## src/hw/rtl/sps_pkg.sv

```systemverilog
// Shared constants, codes and the arctangent table for the sphere
// point-to-surface parameter block. No dependencies.
package sps_pkg;

	localparam int COORD_WIDTH_DEF = 32;
	localparam int FRAC_BITS_DEF   = 16;
	localparam int ANGLE_ITER_DEF  = 16;

	// extra fraction bits kept on the in-plane radius before the polar angle
	localparam int SQRT_EXTRA  = 8;
	localparam int QUEUE_DEPTH = 4;

	// CORDIC: operands are normalized so the larger one has its top bit here
	localparam int CORDIC_MSB = 40;
	localparam int CORDIC_XW  = 45;
	localparam int ZACC_W     = 34;
	localparam int ANGLE_W    = 33;

	localparam logic [ANGLE_W-1:0] TURN_QUARTER = 33'h0_4000_0000;
	localparam logic [ANGLE_W-1:0] TURN_HALF    = 33'h0_8000_0000;
	localparam logic [ANGLE_W-1:0] TURN_FULL    = 33'h1_0000_0000;

	localparam int CFG_IDX_W = 3;
	localparam logic [CFG_IDX_W-1:0] CFG_CENTRE_X = 3'd0;
	localparam logic [CFG_IDX_W-1:0] CFG_CENTRE_Y = 3'd1;
	localparam logic [CFG_IDX_W-1:0] CFG_CENTRE_Z = 3'd2;
	localparam logic [CFG_IDX_W-1:0] CFG_RADIUS   = 3'd3;
	localparam logic [CFG_IDX_W-1:0] CFG_POLE     = 3'd4;

	localparam int POLE_W = 2;
	localparam logic [POLE_W-1:0] POLE_X = 2'd0;
	localparam logic [POLE_W-1:0] POLE_Y = 2'd1;
	localparam logic [POLE_W-1:0] POLE_Z = 2'd2;

	// atan(2^-i) in 2^-32 turn units
	function automatic logic [31:0] atan_turn(input int unsigned i);
		logic [31:0] r;
		case (i)
			0:  r = 32'h20000000;
			1:  r = 32'h12E4051E;
			2:  r = 32'h09FB385B;
			3:  r = 32'h051111D4;
			4:  r = 32'h028B0D43;
			5:  r = 32'h0145D7E1;
			6:  r = 32'h00A2F61E;
			7:  r = 32'h00517C55;
			8:  r = 32'h0028BE53;
			9:  r = 32'h00145F2F;
			10: r = 32'h000A2F98;
			11: r = 32'h000517CC;
			12: r = 32'h00028BE6;
			13: r = 32'h000145F3;
			14: r = 32'h0000A2FA;
			15: r = 32'h0000517D;
			16: r = 32'h000028BE;
			17: r = 32'h0000145F;
			18: r = 32'h00000A30;
			19: r = 32'h00000518;
			20: r = 32'h0000028C;
			21: r = 32'h00000146;
			22: r = 32'h000000A3;
			23: r = 32'h00000051;
			default: r = 32'h0;
		endcase
		return r;
	endfunction

endpackage

```

## src/hw/rtl/sps_front.sv

```systemverilog
// Front end: forms the offset from the centre, applies orientation and pole
// selection, and queues the classified point. Depends on sps_pkg.
module sps_front import sps_pkg::*; #(
	parameter int CW = COORD_WIDTH_DEF
) (
	input  logic                  clk,
	input  logic                  arst_n,
	input  logic                  in_valid,
	output logic                  in_stall,
	input  logic signed [CW-1:0]  pos_x,
	input  logic signed [CW-1:0]  pos_y,
	input  logic signed [CW-1:0]  pos_z,
	input  logic signed [CW-1:0]  centre_x,
	input  logic signed [CW-1:0]  centre_y,
	input  logic signed [CW-1:0]  centre_z,
	input  logic signed [CW-1:0]  radius,
	input  logic [POLE_W-1:0]     pole,
	output logic                  q_vld,
	output logic [3*CW+3:0]       q_data,
	input  logic                  q_pop
);
	localparam int DW  = CW + 1;
	localparam int EW  = 3 * DW + 1;
	localparam int PTW = $clog2(QUEUE_DEPTH);
	localparam int CTW = $clog2(QUEUE_DEPTH + 1);

	logic signed [DW-1:0] d0, d1, d2, ar, ur, vr, a, u, v;
	logic                 aflip, inv, cen, push;
	logic [EW-1:0]        mem_q [0:QUEUE_DEPTH-1];
	logic [PTW-1:0]       wr_ptr_q, rd_ptr_q;
	logic [CTW-1:0]       cnt_q;

	always_comb begin
		d0 = DW'(pos_x) - DW'(centre_x);
		d1 = DW'(pos_y) - DW'(centre_y);
		d2 = DW'(pos_z) - DW'(centre_z);
		inv = radius[CW-1];
		case (pole)
			POLE_X: begin
				ar = d0; ur = d1; vr = d2; aflip = 1'b1;
			end
			POLE_Y: begin
				ar = d1; ur = d0; vr = d2; aflip = 1'b0;
			end
			default: begin
				ar = d2; ur = d0; vr = d1; aflip = 1'b1;
			end
		endcase
		// polar axis points away from the pole on X and Z
		a   = (inv ^ aflip) ? -ar : ar;
		u   = inv ? -ur : ur;
		v   = inv ? -vr : vr;
		cen = (d0 == '0) && (d1 == '0) && (d2 == '0);
	end

	assign in_stall = (cnt_q == CTW'(QUEUE_DEPTH));
	assign push     = in_valid && !in_stall;
	assign q_vld    = (cnt_q != '0);
	assign q_data   = mem_q[rd_ptr_q];

	always_ff @(posedge clk) begin
		if (push) begin
			mem_q[wr_ptr_q] <= {cen, a, u, v};
		end
	end

	always_ff @(posedge clk or negedge arst_n) begin
		if (!arst_n) begin
			wr_ptr_q <= '0;
			rd_ptr_q <= '0;
			cnt_q    <= '0;
		end else begin
			if (push) begin
				wr_ptr_q <= wr_ptr_q + 1'b1;
			end
			if (q_pop) begin
				rd_ptr_q <= rd_ptr_q + 1'b1;
			end
			cnt_q <= cnt_q + CTW'(push) - CTW'(q_pop);
		end
	end

endmodule

```

## config.mk

```make
export PLATFORM = sky130hd
export DESIGN_NAME = sps_front
export DESIGN_NICKNAME = d
export VERILOG_FILES = /design/src/hw/rtl/sps_pkg.sv /design/src/hw/rtl/sps_front.sv
export SDC_FILE = /design/constraint.sdc
export NUM_CORES = 1
export LEC_CHECK = 0
export ABC_AREA = 1
export BUFFER_PORTS_ARGS = -buffer_cell sky130_fd_sc_hd__buf_4
export CORE_ASPECT_RATIO = 1.4
export CORE_MARGIN = 3
export CORE_UTILIZATION = 60
export CTS_CLUSTER_SIZE = 10
export DETAILED_ROUTE_END_ITERATION = 10
export PLACE_DENSITY = 0.88
export SETUP_SLACK_MARGIN = 0.3
export SLEW_MARGIN = 0
export SYNTH_ARGS = -nofsm -noshare
export SYNTH_HDL_FRONTEND = slang
export SYNTH_SLANG_ARGS = --single-unit
export TNS_END_PERCENT = 5
```

## constraint.sdc

```tcl
create_clock -name clk -period 6.07 [get_ports clk]
set_input_delay 0.9105 -clock clk [delete_from_list [all_inputs] [get_ports clk]]
set_output_delay 0.9105 -clock clk [all_outputs]
set_load 0.02 [all_outputs]
```

==> impl_metrics.csv <==
group,metric,value,unit
grt,grt_usage,35.5,%
sta,max_freq,218,MHz
setup_path,crit_slowest_cell,"dfrtp_4",
logic_synthesis,synthCells,3793,
routing,first_pass_iters,8,
logic_synthesis,yosysWarnings,0,
hold_path,min_path_type,"in2async",
sta,relSlewSlack,21.4,%
pwr,power_density,380,mW/mm²
sta,setup_viol,0,
outcome,outcome,"completed",
logic_synthesis,synth_ff_type,"edfxtp_1",
setup_path,rr_worst_depth,5,
sta,finalCritPeriodShare,75.4,%
routing,wirelength,90800,µm
finish,syn_to_final_growth,14.3,%
clock_tree,cts_setup_buffers,0,
finish,drive_above_1_share,11.3,%
finish,finalNonFillerCells,4683,
logic_synthesis,seq_area_frac_synth,43.3,%
routing,wl_met2,44100,µm
die,die_h,262,µm
die,boundaryPins,332,
die,die_x,189,µm
pwr,p_clk_share,19.3,%
setup_path,critPathMaxFanout,76,
setup_path,critPathLaunchType,"flop",
pwr,power,12200,µW
clock_tree,cts_buffers,46,
die,start_util,60.9,%
setup_path,cp.depth,5,
clock_tree,numClockSinks,407,
sta,slew_violations,0,
logic_synthesis,synth_nets,4134,
grt,antenna_found_initial,1,
finish,fin_nets,4395,
clock_tree,clkSlewWorstSetupHoldPaths,60,ps
logic_synthesis,synth_top_area_share,42.7,%
setup_path,critical_path_buf_inv_count,3,
routing,viasPerCell,5.73,
logic_synthesis,synthTopCellsByArea,"edfxtp_1 (43%), nand2_1 (15%), inv_1 (8.3%)",
pwr,switchingPower,5150,µW
sta,setup_tns,0,ps
pwr,leakagePower,0.0154,µW
place,dp_cells,4623,
logic_synthesis,synth_most_common_cell,"nand2_1",
routing,m1WireLength,32700,µm
pwr,comb_power_share,46.6,%
setup_path,worst_setup_path_end_kind,"output pin",
clock_tree,cts_tree,"built",
place,place_ws,1680,ps
place,port_buffers,300,
routing,drt_iter0_drc,2894,
logic_synthesis,netlist_area,0.0281,mm²
routing,vias,26800,
routing,dr_wl_met3,7140,µm
routing,highest_layer,"met4",
pwr,vdd_drop_max,0.000324,V
clock_tree,hold_buffers,0,
logic_synthesis,synth_common_cells,"nand2_1 (1095), inv_1 (619), nor2_1 (437)",
sta,hold_violations,0,
setup_path,critPathRequiredTime,5160,ps
grt,grt_pass1_wl,136000,µm
routing,drc,0,
finish,final_area,0.0321,mm²
routing,drtAntennaViolNets,0,
logic_synthesis,ys_types,52,
setup_path,path_class,"reg2out",
pwr,internal_power,7060,µW
place,dp_hpwl,67500,µm
logic_synthesis,yosys.area.top_type,"edfxtp_1",
die,design.core.area,0.0462,mm²
place,place_area,0.0309,mm²
sta,finalWorstSetupSlack,1490,ps
setup_path,cpMostUsedCell,"buf_4",
setup_path,crit_family,"buffers and inverters",
die,fp-row-count,93,
clock_tree,ctsHtreeMaxLevel,2,
sta,min_period,4580,ps
clock_tree,cts.path.max_buffers,3,
setup_path,worstPathArrival,3670,ps
grt,grt_pass1_vias,25300,
sta,finalClockSkew,12.4,ps
clock_tree,clock-root-buffer,"clkbuf_16",
sta,tightest_slew,1180,ps
setup_path,cp_cell_sequence,"buf_4 -> buf_4 -> o21ai_0 -> o22ai_1 -> buf_4",
clock_tree,cts_resized,0,
grt,grt_max_degree,123,
run,max-cap-violations,0,
logic_synthesis,synth-seq-cells,407,
logic_synthesis,synth_edf_count,400,
place,gp_congestion,1.10,
logic_synthesis,syn_avg_cell_area,7.41,µm²
die,dieArea,0.0495,mm²
pwr,sw_frac_of_total,42.2,%
logic_synthesis,synthArstFlopShare,1.72,%
routing,wl_per_cell,19.4,µm
pwr,seqPwrFrac,34.1,%
sta,rsz0062_at_grt,"false",
clock_tree,insertion_delay,540,ps
setup_path,max_stage_delay,840,ps
grt,overflow,0,
## path summary, 6_finish.rpt
kind,start,endpoint,slack [ps]
worst max-delay path,rd_ptr_q[0],q_data[7],1490
worst min-delay path,arst_n,wr_ptr_q[0],170
worst max register to register,cnt_q[1],mem_q[3][43],3340
worst min register to register,cnt_q[2],cnt_q[2],620
max in group asynchronous,arst_n,rd_ptr_q[0],5760
min in group clk,q_pop,rd_ptr_q[0],570
## kinds of logic after synthesis
| group | synth area share [%] |
|---|---|
| xor gates and xnor gates | 2.37 |
| AOI/OAI and AO/OA | 8.90 |
| and+or+nand+nor | 30.5 |
| adders and majority gates | 5.05 |
| DFF | 43.3 |
| buffers and inverters | 9.82 |
## routing by layer
| metal | global-route usage (%) | vias to the layer above |
|---|---|---|
| li1 | - | 12800 |
| met1 | 41.7 | 12100 |
| met2 | 62.0 | 1520 |
| met3 | 3.95 | 329 |
| met4 | 22.7 | 0 |
| met5 | 0 | - |
## power by group through the flow
stage	registers (µW)	clock network, µW	logic, µW
global route	4210	2450	6110
finish	4170	2360	5690
CTS	4160	2360	5610
floorplan	4150	0	3480
global placement	4180	0	5410
detailed placement	4200	0	5550
## cell usage in the layout, fill, tap and decap left out, types with 3 or more instances in the layout
master / netlist / routed
nand2_4: 3 / 3
buf_12: 0 / 4
nand3_1: 305 / 305
o21a_1: 4 / 4
nand2_1: 1095 / 1095
nor2_2: 20 / 20
o21ai_2: 4 / 4
nand4_1: 55 / 55
and2_1: 4 / 4
xnor2_1: 15 / 15
clkbuf_1: 70 / 10
ha_1: 107 / 107
nor2_1: 437 / 433
o21ai_1: 14 / 14
nand2_2: 30 / 30
inv_2: 5 / 5
nor2_4: 8 / 12
nand3b_1: 26 / 26
dfrtp_1: 7 / 5
nor3_1: 22 / 22
o21ai_0: 240 / 240
o22ai_1: 100 / 100
o21bai_1: 10 / 10
edfxtp_1: 400 / 400
inv_1: 619 / 617
a31oi_1: 4 / 4
buf_4: 3 / 308
xor2_1: 58 / 58
a21oi_1: 67 / 67
clkbuf_16: 0 / 47
nand3_2: 6 / 6
fa_1: 4 / 4
## metrics by stage
step	hold WS [ps]	utilization, %
final	172	69.6
after global routing	175	69.6
after CTS	164	69.6
after detailed placement	594	66.9
after global placement	586	66.9
after floorplan	560	-
## sequential cells by signal, indices dropped and copies added (netlist names)
signal    count
mem_q       400
cnt_q         3
rd_ptr_q      2
wr_ptr_q      2
## final cells by class
| cell class | instances | area (µm²) |
|---|---|---|
| Sequential cell | 407 | 12200 |
| Antenna cell | 1 | 2.50 |
| Clock buffer | 57 | 1210 |
| Inverter | 625 | 2350 |
| Timing Repair Buffer | 312 | 2390 |
| Tap cell | 617 | 772 |
| Fill cell | 3634 | 14100 |
| Multi-Input combinational cell | 2662 | 13200 |
| Clock inverter | 2 | 12.5 |
Power figures use the tool's default switching activity.
